**config.mk**
```make
export PLATFORM = sky130hd
export DESIGN_NAME = merge_mask_into_alpha
export DESIGN_NICKNAME = d
export VERILOG_FILES = /design/src/design/mma_pkg.sv /design/src/design/merge_mask_into_alpha.sv /design/src/design/mma_regs.sv /design/src/design/mma_front.sv /design/src/design/mma_queue.sv /design/src/design/mma_back.sv
export SDC_FILE = /design/constraint.sdc
export NUM_CORES = 1
export LEC_CHECK = 0
export BUFFER_PORTS_ARGS = -buffer_cell sky130_fd_sc_hd__buf_4
export CORE_MARGIN = 1.5
export CORE_UTILIZATION = 41
export DETAILED_ROUTE_END_ITERATION = 7
export GPL_ROUTABILITY_DRIVEN = 0
export MAX_ROUTING_LAYER = met4
export PLACE_DENSITY_LB_ADDON = 0.12
export SLEW_MARGIN = 25
export SYNTH_ARGS = -nofsm -noshare
export SYNTH_HDL_FRONTEND = slang
export SYNTH_SLANG_ARGS = --single-unit
```
**constraint.sdc**
```tcl
create_clock -name clk -period 12.25 [get_ports clk]
set_clock_uncertainty 0.15 [all_clocks]
set_input_delay 1.225 -clock clk [delete_from_list [all_inputs] [get_ports clk]]
set_output_delay 1.225 -clock clk [all_outputs]
set_load 0.05 [all_outputs]
```
**src/design/mma_pkg.sv**
```systemverilog
// Shared types, register codes and arithmetic helpers for merge_mask_into_alpha.
// No dependencies; every other file of the block imports this package.
package mma_pkg;

  localparam int CHAN_W = 8;
  localparam int SIDE_W = 13;
  localparam int REG_ADDR_W = 4;
  localparam int APB_DATA_W = 32;

  localparam logic [CHAN_W-1:0] CHAN_MAX = 8'hFF;
  localparam logic [CHAN_W-1:0] WHITE_LIMIT = 8'd240;

  // Reciprocal of three in 11 fractional bits; exact for sums of three channels.
  localparam logic [19:0] RECIP3 = 20'd683;
  localparam int RECIP3_SHIFT = 11;

  typedef enum logic [1:0] {
    REG_IMAGE_WIDTH  = 2'd0,
    REG_IMAGE_HEIGHT = 2'd1,
    REG_MASK_WIDTH   = 2'd2,
    REG_MASK_HEIGHT  = 2'd3
  } mma_reg_t;

  typedef struct packed {
    logic [SIDE_W-1:0] image_width;
    logic [SIDE_W-1:0] image_height;
    logic [SIDE_W-1:0] mask_width;
    logic [SIDE_W-1:0] mask_height;
  } mma_cfg_t;

  typedef struct packed {
    logic              frame_end;
    logic              mask_used;
    logic [CHAN_W-1:0] mask_blue;
    logic [CHAN_W-1:0] mask_green;
    logic [CHAN_W-1:0] mask_red;
    logic [CHAN_W-1:0] front_blue;
    logic [CHAN_W-1:0] front_green;
    logic [CHAN_W-1:0] front_red;
  } mma_item_t;

  function automatic logic [CHAN_W-1:0] mean3(input logic [CHAN_W-1:0] a,
                                              input logic [CHAN_W-1:0] b,
                                              input logic [CHAN_W-1:0] c);
    logic [CHAN_W+1:0] sum;
    logic [19:0]       prod;
    sum  = {2'b00, a} + {2'b00, b} + {2'b00, c};
    prod = 20'(sum) * RECIP3;
    return prod[RECIP3_SHIFT +: CHAN_W];
  endfunction

endpackage

```
**src/design/merge_mask_into_alpha.sv**
```systemverilog
// Top level of merge_mask_into_alpha: registers, front, queue and back part.
// Depends on mma_pkg, mma_regs, mma_front, mma_queue and mma_back.
//
//   channel   direction  handshake                  payload
//   s_axis    in         s_axis_tvalid/tready       tdata: front rgb, mask rgb
//   m_axis    out        m_axis_tvalid/tready       tdata: rgb, alpha; tuser; tlast
//   apb       in         psel/penable, pready       four 13-bit size registers
//
// One request is taken per cycle while the queue has room; each accepted request is
// written into the queue and then into the output register.
// The two-entry queue lets the input keep flowing while the output is stalled, until
// both entries are full. Reset clears the scan counters and the queue and sets every size
// register to 1.
module merge_mask_into_alpha import mma_pkg::*; #(
  parameter int MAX_SIDE = 4096
) (
  input  logic                  clk,
  input  logic                  rst,
  input  logic                  s_axis_tvalid,
  output logic                  s_axis_tready,
  // front_red, front_green, front_blue, mask_red, mask_green, mask_blue
  input  logic [47:0]           s_axis_tdata,
  output logic                  m_axis_tvalid,
  input  logic                  m_axis_tready,
  // out_red, out_green, out_blue, out_alpha
  output logic [31:0]           m_axis_tdata,
  // mask_used
  output logic                  m_axis_tuser,
  output logic                  m_axis_tlast,
  input  logic                  psel,
  input  logic                  penable,
  input  logic                  pwrite,
  input  logic [REG_ADDR_W-1:0] paddr,
  input  logic [APB_DATA_W-1:0] pwdata,
  output logic [APB_DATA_W-1:0] prdata,
  output logic                  pready
);

  mma_cfg_t          cfg;
  mma_item_t         push_item, head;
  logic              push, q_ready, q_valid, pop;
  logic [CHAN_W-1:0] out_red, out_green, out_blue, out_alpha;

  mma_regs u_regs (
    .clk     (clk),
    .rst     (rst),
    .psel    (psel),
    .penable (penable),
    .pwrite  (pwrite),
    .paddr   (paddr),
    .pwdata  (pwdata),
    .prdata  (prdata),
    .pready  (pready),
    .cfg     (cfg)
  );

  mma_front #(.MAX_SIDE(MAX_SIDE)) u_front (
    .clk         (clk),
    .rst         (rst),
    .cfg         (cfg),
    .in_valid    (s_axis_tvalid),
    .front_red   (s_axis_tdata[7:0]),
    .front_green (s_axis_tdata[15:8]),
    .front_blue  (s_axis_tdata[23:16]),
    .mask_red    (s_axis_tdata[31:24]),
    .mask_green  (s_axis_tdata[39:32]),
    .mask_blue   (s_axis_tdata[47:40]),
    .q_ready     (q_ready),
    .q_push      (push),
    .q_item      (push_item)
  );

  assign s_axis_tready = q_ready;

  mma_queue u_queue (
    .clk       (clk),
    .rst       (rst),
    .push      (push),
    .push_item (push_item),
    .ready     (q_ready),
    .pop       (pop),
    .valid     (q_valid),
    .head      (head)
  );

  mma_back u_back (
    .clk       (clk),
    .rst       (rst),
    .q_valid   (q_valid),
    .q_head    (head),
    .q_pop     (pop),
    .out_valid (m_axis_tvalid),
    .out_ready (m_axis_tready),
    .out_red   (out_red),
    .out_green (out_green),
    .out_blue  (out_blue),
    .out_alpha (out_alpha),
    .mask_used (m_axis_tuser),
    .frame_end (m_axis_tlast)
  );

  assign m_axis_tdata = {out_alpha, out_blue, out_green, out_red};

endmodule

```
**src/design/mma_regs.sv**
```systemverilog
// Configuration register file of merge_mask_into_alpha with its APB-style port.
// Depends on mma_pkg for the register codes and the configuration struct.
module mma_regs import mma_pkg::*; (
  input  logic                  clk,
  input  logic                  rst,
  input  logic                  psel,
  input  logic                  penable,
  input  logic                  pwrite,
  input  logic [REG_ADDR_W-1:0] paddr,
  input  logic [APB_DATA_W-1:0] pwdata,
  output logic [APB_DATA_W-1:0] prdata,
  output logic                  pready,
  output mma_cfg_t              cfg
);

  mma_reg_t         sel;
  logic             wr_en;
  logic [SIDE_W-1:0] rd_val;

  assign sel    = mma_reg_t'(paddr[3:2]);
  assign wr_en  = psel && penable && pwrite;
  assign pready = 1'b1;

  always_ff @(posedge clk) begin
    if (rst) begin
      cfg.image_width  <= SIDE_W'(1);
      cfg.image_height <= SIDE_W'(1);
      cfg.mask_width   <= SIDE_W'(1);
      cfg.mask_height  <= SIDE_W'(1);
    end else if (wr_en) begin
      unique case (sel)
        REG_IMAGE_WIDTH:  cfg.image_width  <= pwdata[SIDE_W-1:0];
        REG_IMAGE_HEIGHT: cfg.image_height <= pwdata[SIDE_W-1:0];
        REG_MASK_WIDTH:   cfg.mask_width   <= pwdata[SIDE_W-1:0];
        REG_MASK_HEIGHT:  cfg.mask_height  <= pwdata[SIDE_W-1:0];
      endcase
    end
  end

  always_comb begin
    unique case (sel)
      REG_IMAGE_WIDTH:  rd_val = cfg.image_width;
      REG_IMAGE_HEIGHT: rd_val = cfg.image_height;
      REG_MASK_WIDTH:   rd_val = cfg.mask_width;
      REG_MASK_HEIGHT:  rd_val = cfg.mask_height;
    endcase
  end

  assign prdata = APB_DATA_W'(rd_val);

endmodule

```
**src/design/mma_front.sv**
```systemverilog
// Front part of merge_mask_into_alpha: scan position counters and classification.
// Depends on mma_pkg; feeds requests into mma_queue.
module mma_front import mma_pkg::*; #(
  parameter int MAX_SIDE = 4096
) (
  input  logic      clk,
  input  logic      rst,
  input  mma_cfg_t  cfg,
  input  logic      in_valid,
  input  logic [CHAN_W-1:0] front_red,
  input  logic [CHAN_W-1:0] front_green,
  input  logic [CHAN_W-1:0] front_blue,
  input  logic [CHAN_W-1:0] mask_red,
  input  logic [CHAN_W-1:0] mask_green,
  input  logic [CHAN_W-1:0] mask_blue,
  input  logic      q_ready,
  output logic      q_push,
  output mma_item_t q_item
);

  localparam int CW = (MAX_SIDE > 1) ? $clog2(MAX_SIDE) : 1;
  localparam int SW = (CW + 1 > SIDE_W) ? CW + 1 : SIDE_W;
  localparam logic [SW-1:0] SIDE_LIMIT = SW'(MAX_SIDE);

  logic [CW-1:0] column_count, column_count_next;
  logic [CW-1:0] row_count, row_count_next;
  logic [SW-1:0] width_eff, height_eff;
  logic [SW-1:0] col_inc, row_inc;
  logic [SW-1:0] image_w, image_h;
  logic          used, row_end, frame_end;

  function automatic logic [SW-1:0] eff_side(input logic [SW-1:0] v);
    logic [SW-1:0] r;
    r = v;
    if (v == '0) r = SW'(1);
    else if (v > SIDE_LIMIT) r = SIDE_LIMIT;
    return r;
  endfunction

  assign image_w    = SW'(cfg.image_width);
  assign image_h    = SW'(cfg.image_height);
  assign width_eff  = eff_side(image_w);
  assign height_eff = eff_side(image_h);
  assign col_inc    = SW'(column_count) + SW'(1);
  assign row_inc    = SW'(row_count) + SW'(1);
  assign row_end    = col_inc >= width_eff;
  assign frame_end  = row_end && (row_inc >= height_eff);
  assign used       = (SW'(column_count) < SW'(cfg.mask_width)) &&
                      (SW'(row_count) < SW'(cfg.mask_height));

  assign q_push = in_valid && q_ready;

  always_comb begin
    q_item.front_red   = front_red;
    q_item.front_green = front_green;
    q_item.front_blue  = front_blue;
    q_item.mask_red    = used ? mask_red   : CHAN_MAX;
    q_item.mask_green  = used ? mask_green : CHAN_MAX;
    q_item.mask_blue   = used ? mask_blue  : CHAN_MAX;
    q_item.mask_used   = used;
    q_item.frame_end   = frame_end;
  end

  always_comb begin
    column_count_next = column_count;
    row_count_next    = row_count;
    if (q_push) begin
      if (row_end) begin
        column_count_next = '0;
        row_count_next    = frame_end ? '0 : row_inc[CW-1:0];
      end else begin
        column_count_next = col_inc[CW-1:0];
      end
    end
  end

  always_ff @(posedge clk) begin
    if (rst) begin
      column_count <= '0;
      row_count    <= '0;
    end else begin
      column_count <= column_count_next;
      row_count    <= row_count_next;
    end
  end

endmodule

```
**src/design/mma_queue.sv**
```systemverilog
// Two-entry queue of classified requests between the front and back parts.
// Depends on mma_pkg for the request struct.
module mma_queue import mma_pkg::*; (
  input  logic      clk,
  input  logic      rst,
  input  logic      push,
  input  mma_item_t push_item,
  output logic      ready,
  input  logic      pop,
  output logic      valid,
  output mma_item_t head
);

  mma_item_t  entries [2];
  logic       wr_ptr, rd_ptr;
  logic [1:0] count, count_next;

  assign ready = count != 2'd2;
  assign valid = count != 2'd0;
  assign head  = entries[rd_ptr];

  always_comb begin
    count_next = count;
    if (push && !pop) count_next = count + 2'd1;
    else if (pop && !push) count_next = count - 2'd1;
  end

  always_ff @(posedge clk) begin
    if (rst) begin
      wr_ptr <= 1'b0;
      rd_ptr <= 1'b0;
      count  <= 2'd0;
    end else begin
      if (push) wr_ptr <= !wr_ptr;
      if (pop) rd_ptr <= !rd_ptr;
      count <= count_next;
    end
  end

  always_ff @(posedge clk) begin
    if (push) entries[wr_ptr] <= push_item;
  end

endmodule

```
**src/design/mma_back.sv**
```systemverilog
// Back part of merge_mask_into_alpha: alpha arithmetic and the output register.
// Depends on mma_pkg for the request struct and the mean3 helper.
module mma_back import mma_pkg::*; (
  input  logic              clk,
  input  logic              rst,
  input  logic              q_valid,
  input  mma_item_t         q_head,
  output logic              q_pop,
  output logic              out_valid,
  input  logic              out_ready,
  output logic [CHAN_W-1:0] out_red,
  output logic [CHAN_W-1:0] out_green,
  output logic [CHAN_W-1:0] out_blue,
  output logic [CHAN_W-1:0] out_alpha,
  output logic              mask_used,
  output logic              frame_end
);

  logic [CHAN_W-1:0] mask_mean, front_mean, mask_term;
  logic [CHAN_W:0]   alpha_sum;
  logic [CHAN_W-1:0] alpha;
  logic              white;

  assign mask_mean  = mean3(q_head.mask_red, q_head.mask_green, q_head.mask_blue);
  assign front_mean = mean3(q_head.front_red, q_head.front_green, q_head.front_blue);
  assign white      = (q_head.mask_red > WHITE_LIMIT) && (q_head.mask_green > WHITE_LIMIT)
                      && (q_head.mask_blue > WHITE_LIMIT);
  assign mask_term  = white ? '0 : CHAN_MAX - mask_mean;
  assign alpha_sum  = {1'b0, mask_term} + {1'b0, front_mean};
  assign alpha      = alpha_sum[CHAN_W] ? CHAN_MAX : alpha_sum[CHAN_W-1:0];

  assign q_pop = q_valid && (!out_valid || out_ready);

  always_ff @(posedge clk) begin
    if (rst) begin
      out_valid <= 1'b0;
    end else if (!out_valid || out_ready) begin
      out_valid <= q_valid;
    end
  end

  always_ff @(posedge clk) begin
    if (q_pop) begin
      out_red   <= q_head.front_red;
      out_green <= q_head.front_green;
      out_blue  <= q_head.front_blue;
      out_alpha <= alpha;
      mask_used <= q_head.mask_used;
      frame_end <= q_head.frame_end;
    end
  end

endmodule

```
==> results of run 1 <==
[synth_stat cells (9+ instances only)]
library cell and n:
a211oi_1 12, a21o_1 22, a21oi_1 77, a31oi_1 15, and3_1 11, buf_4 21
clkbuf_1 33, dfxtp_1 82, edfxtp_1 134, fa_1 44, ha_1 207, inv_1 127
mux2_1 30, mux2i_1 36, mux4_2 13, nand2_1 104, nand3_1 42, nand3b_1 27
nand4_1 27, nor2_1 84, nor2b_1 22, nor3_1 23, o21a_1 9, o21ai_0 13
o21ai_1 17, or3_1 10, xnor2_1 56, xor2_1 23
[cells by family (layout without fill, tap and decap cells)]
logic type / count (synthesis) / count (layout) / synth area share, %
compound gates: 217 / 217 / 9.13
mux: 95 / 95 / 7.88
flops: 216 / 216 / 37.1
fa+ha+maj: 251 / 251 / 22.7
buf+inv: 194 / 307 / 5.42
simple gates: 392 / 392 / 13.0
xor+xnor: 80 / 80 / 4.68
other cells: 2 / 21 / 0.0492
[critical path: cells and delay by family (launching register included)]
family / cells / cell delay [ns]
compound gates: 10 / 2.71
xor+xnor: 2 / 0.41
fa+ha+maj: 10 / 3.75
buf+inv: 7 / 0.98
flops: 1 / 0.55
mux: 1 / 0.42
simple gates: 6 / 0.59
[layer usage]
layer,wire [microns],global-route usage [%],part of all wire [%]
met1,16700,25.1,47
met2,17000,31.8,48
met3,1170,2.32,3.3
met5,0,-,0
met4,752,4.39,2.1
[worst min-delay path by stage]
| stage | to | depth (start not counted) |
|---|---|---|
| 2_1_floorplan | u_regs.cfg[0] | 1 |
| 3_3_place_gp | u_regs.cfg[27] | 2 |
| 3_5_place_dp | u_regs.cfg[27] | 2 |
| 4_1_cts | u_regs.cfg[27] | 2 |
| 5_1_grt | u_regs.cfg[42] | 2 |
| 6_report | u_regs.cfg[32] | 2 |
[layout make-up]
| class | instances | area, sq um | share of cell area [%] |
|---|---|---|---|
| multi-input combinational | 1055 | 8900 | 51.0 |
| sequential | 216 | 5670 | 32.5 |
| timing repair buffer | 127 | 957 | 5.49 |
| clock buffer | 32 | 683 | 3.92 |
| tap | 468 | 586 | 3.36 |
| inverter | 132 | 495 | 2.84 |
| clock inverter | 16 | 146 | 0.840 |
| antenna | 1 | 2.50 | 0.0144 |
[flip-flops by register name, indices dropped and copies added, names as in the netlist, 2 cells and up, named ones only]
signal / cells
u_queue.entries: 100
u_regs.cfg: 52
u_front.column_count: 12
u_front.row_count: 12
u_back.out_alpha: 8
u_back.out_blue: 8
u_back.out_green: 8
u_back.out_red: 8
u_queue.count: 2
[metrics by stage]
step / cells / cell area [sq um] / hold slack (ns)
after floorplan: 1465 / 15300 / 0.304
after global placement: 1997 / 16600 / 0.333
after detailed placement: 1997 / 16600 / 0.344
after CTS: 2045 / 17400 / 0.352
after global routing: 2047 / 17400 / 0.363
final: 2047 / 17400 / 0.348
==> out/summary.txt, run 1 <==
Status - completed
Pre-CTS setup slack - 2.24 ns
Reg-to-reg slack, setup - 2.35 ns
Setup Fix Bufs, Post-CTS - 0
Crit-path most repeated cell - inv_1
First-pass GRT wire length - 57200 microns
Peak Freq - 101 MHz
Htree depth - 1
Fin. Hold Viols - 0
Crit path launch type - register
Syn avg cell area - 10.6 sq um
Layout fillers - 3459
CTS buffer count - 26
Vias post-DR - 10800
Reg2reg end - u_back.out_alpha[6]
Mapped Area - 0.0153 sq mm
Overflow after GRT - 0
Cell variety after synth - 72
Hold-fix buffers, CTS - 0
Slew headroom - 32.6%
Setup TNS - 0 ns
Hold Crit Class - reg2reg
Final worst slack - 2.35 ns
DRT Pass-1 Iters - 5
All-Layer GR Usage - 19.2%
Worst-Margin Slew - 1.01 ns
Post-synthesis sequential area ratio - 37.1%
Seq cells post-synth - 216
Drt wl/cell - 17.4 microns
R2r worst-path depth - 36
Critical Path End Type - register
Detail Route Antenna Nets - 0
Initial antenna violation count - 1
Critical path class - reg2reg
Core Region - 0.0366 sq mm
Area Overhead vs Synth - 14.2%
Row count - 70
CTS tree - built
Drt drc - 0
Clock Latency Late Sink - 0.56 ns
Number of enable flip-flop cells after synthesis - 134
Final core utilization - 47.6%
Clk buf depth - 3
Crit path max fanout - 41
Cells after synthesis - 1447
I/O pins - 160
Root Buffer - clkbuf_16
Crit path time final - 9.90 ns
Hpwl dp - 27300 microns
Crit-path slowest cell - buf_4
DR vias/cell - 5.30
Vias in the first global route - 10800
First DRT Iteration DRCs - 522
Fin crit share - 80.8%
HP Start - u_regs.cfg[32]
Slowest stage delay, CP - 0.59 ns
Post-synth top flop - edfxtp_1
Slew Limit Fails - 0
Nets - 1900
RSZ-0062 raised after global routing - false
Port bufs - 118
Layout cells sized above 1 - 13.5%
Area leader, netlist - edfxtp_1
FFs w/ async S/R, synth - 0%
Post-synth top area share - 26.4%
Die height - 196 microns
Max Cap Viol - 0
Die ar. - 0.0384 sq mm
Setup violators final - 0
Initial Util - 41.7%
Worst Path Required - 12.35 ns
Crit path arrival time - 9.99 ns
Most common cell after layout, fill and taps aside - ha_1
CTS sink count - 216
Clock transition at path regs - 0.06 ns
CTS resizes - 0
Synth top area cells - edfxtp_1, ha_1, dfxtp_1
Most frequent cells in the layout - ha_1, edfxtp_1, inv_1, buf_4, nand2_1
Largest net degree at the start of global routing - 77
Critical path capture point - u_back.out_alpha[6]
Die extent in x - 196 microns
Drt total wl - 35600 microns
Yosys warnings - 0
Power of run 1 is left out: the tool's default activity adds up to more than one toggle a clock period on the data nets, which glitch-free logic cannot reach.
==> run 2, diff against run 1 <==
Clock period 12.25 ns to 8.9 ns, I/O delays scaled along.
==> run 2 against run 1 <==
Maximum frequency increased by 17%. Via count increased by 1.4%. Global-route usage decreased by 0.37 points.
==> out/summary.txt, run 2 (same netlist as run 1, synthesis figures left out) <==
WP buf/inv - 9
Setup TNS - 0 ns
Met2 Track Usage GR - 31.4%
Layout fillers - 3334
Reg-to-reg slack, setup - 0.46 ns
Hold-fix buffers, CTS - 0
Slew headroom - 31.9%
Row count - 70
DRT Pass-1 Iters - 5
Vias in the first global route - 10800
Met1 GRT Util - 23.8%
Critical path class - reg2reg
I/O pins - 160
Nets - 1929
Global routing's busiest layer - met2
Final core utilization - 49.2%
R2r worst-path depth - 38
Clk buf depth - 3
M3 GR Usage - 2.39%
Clock transition at path regs - 0.06 ns
Critical Path End Type - register
Worst-Margin Slew - 1.02 ns
Drt wl/cell - 16.9 microns
Drt total wl - 35200 microns
Largest net degree at the start of global routing - 77
Post-DP Area - 0.0167 sq mm
Area Overhead vs Synth - 18.0%
Overflow after GRT - 0
Vias post-DR - 11000
All-Layer GR Usage - 18.8%
Die ar. - 0.0384 sq mm
CP top delay family - adder cells
RSZ-0062 raised after global routing - false
Most common cell after layout, fill and taps aside - ha_1
Max Cap Viol - 0
First DRT Iteration DRCs - 524
Setup violators final - 0
Reg2reg end - u_back.out_alpha[6]
Peak Freq - 118 MHz
Slew Limit Fails - 0
Biggest regs - u_queue.entries x100, u_regs.cfg x52
CTS tree - built
Diode count - 0
Root Buffer - clkbuf_16
Initial Util - 41.7%
Initial antenna violation count - 0
HP Start - u_back.out_valid
Fin crit share - 94.9%
Detail Route Antenna Nets - 0
CTS buffer count - 26
Storage cell area - 0.00567 sq mm
Worst hold path depth - 2
Clock Latency Late Sink - 0.54 ns
Core Region - 0.0366 sq mm
Crit path launch type - register
First-pass GRT wire length - 56400 microns
Htree depth - 1
Die height - 196 microns
Crit path arrival time - 8.55 ns
Hold Crit Class - reg2reg
Die extent in x - 196 microns
Most frequent cells in the layout - ha_1, buf_4, edfxtp_1, inv_1, nand2_1
Crit path time final - 8.44 ns
Fin area - 0.0180 sq mm
Biggest register - u_queue.entries
Drt drc - 0
Area of the multi-input gates - 0.00913 sq mm
Port bufs - 118
Worst Hold Path EP - u_back.out_valid
Inst Count DP - 2010
Fin. Hold Viols - 0
Status - completed
Worst Path Required - 9.01 ns
CTS sink count - 216
DR vias/cell - 5.30
Crit-path slowest cell - fa_1
Cell Count, Final, Fillers Out - 2075
Slowest stage delay, CP - 0.53 ns
Hpwl dp - 27000 microns
Crit path max fanout - 8
Largest register FFs - 100
Layout cells sized above 1 - 17.8%
run 2: changes by cell type in the layout (fill, tap and decap cells not counted), sizes merged:
cell / delta
buf: +28
clkbuf: +7
clkinv: -6
diode: -1
run 2: worst min-delay path, cell delays in order, from the launching register on:
cell and delay, ns:
dfxtp_1 0.31, nand2b_1 0.09, a21oi_1 0.06
run 2: how the worst max path moves through the flow:
| stage | cells after the start | to | startpoint |
|---|---|---|---|
| 6_report | 38 | u_back.out_alpha[6] | register |
| 5_1_grt | 38 | u_back.out_alpha[4] | register |
| 4_1_cts | 33 | u_back.out_alpha[4] | register |
| 3_5_place_dp | 38 | u_back.out_alpha[4] | register |
| 3_3_place_gp | 38 | u_back.out_alpha[4] | register |
| 2_1_floorplan | 38 | u_back.out_alpha[4] | register |
run 2: through the flow:
step | hold slack, ns | setup slack (ns)
2_1_floorplan | 0.304 | 0.0945
3_3_place_gp | 0.337 | 0.0349
3_5_place_dp | 0.343 | -0.0541
4_1_cts | 0.349 | 0.0524
5_1_grt | 0.353 | 0.0164
6_report | 0.351 | 0.458
run 2: timing repair:
action                                  CTS  global route
buffers inserted                          1            14
pin swaps                                 1            16
endpoints found under the setup margin    7             8
cloned                                    0             1
resized for setup                         0            49
run 2: per-layer routing:
layer  wire [microns]  share of wire [%]
met1            16100                 46
met2            16900                 48
met3             1130                3.2
met4             1020                2.9
met5                0                  0
run 2: final cells by class:
class	count	area share [%]
Multi-Input combinational cell	1055	50.7
Sequential cell	216	31.5
Timing Repair Buffer	156	6.92
Clock buffer	38	4.27
Tap cell	468	3.25
Inverter	132	2.75
Clock inverter	10	0.632
Power of run 2 is left out for the same reason.
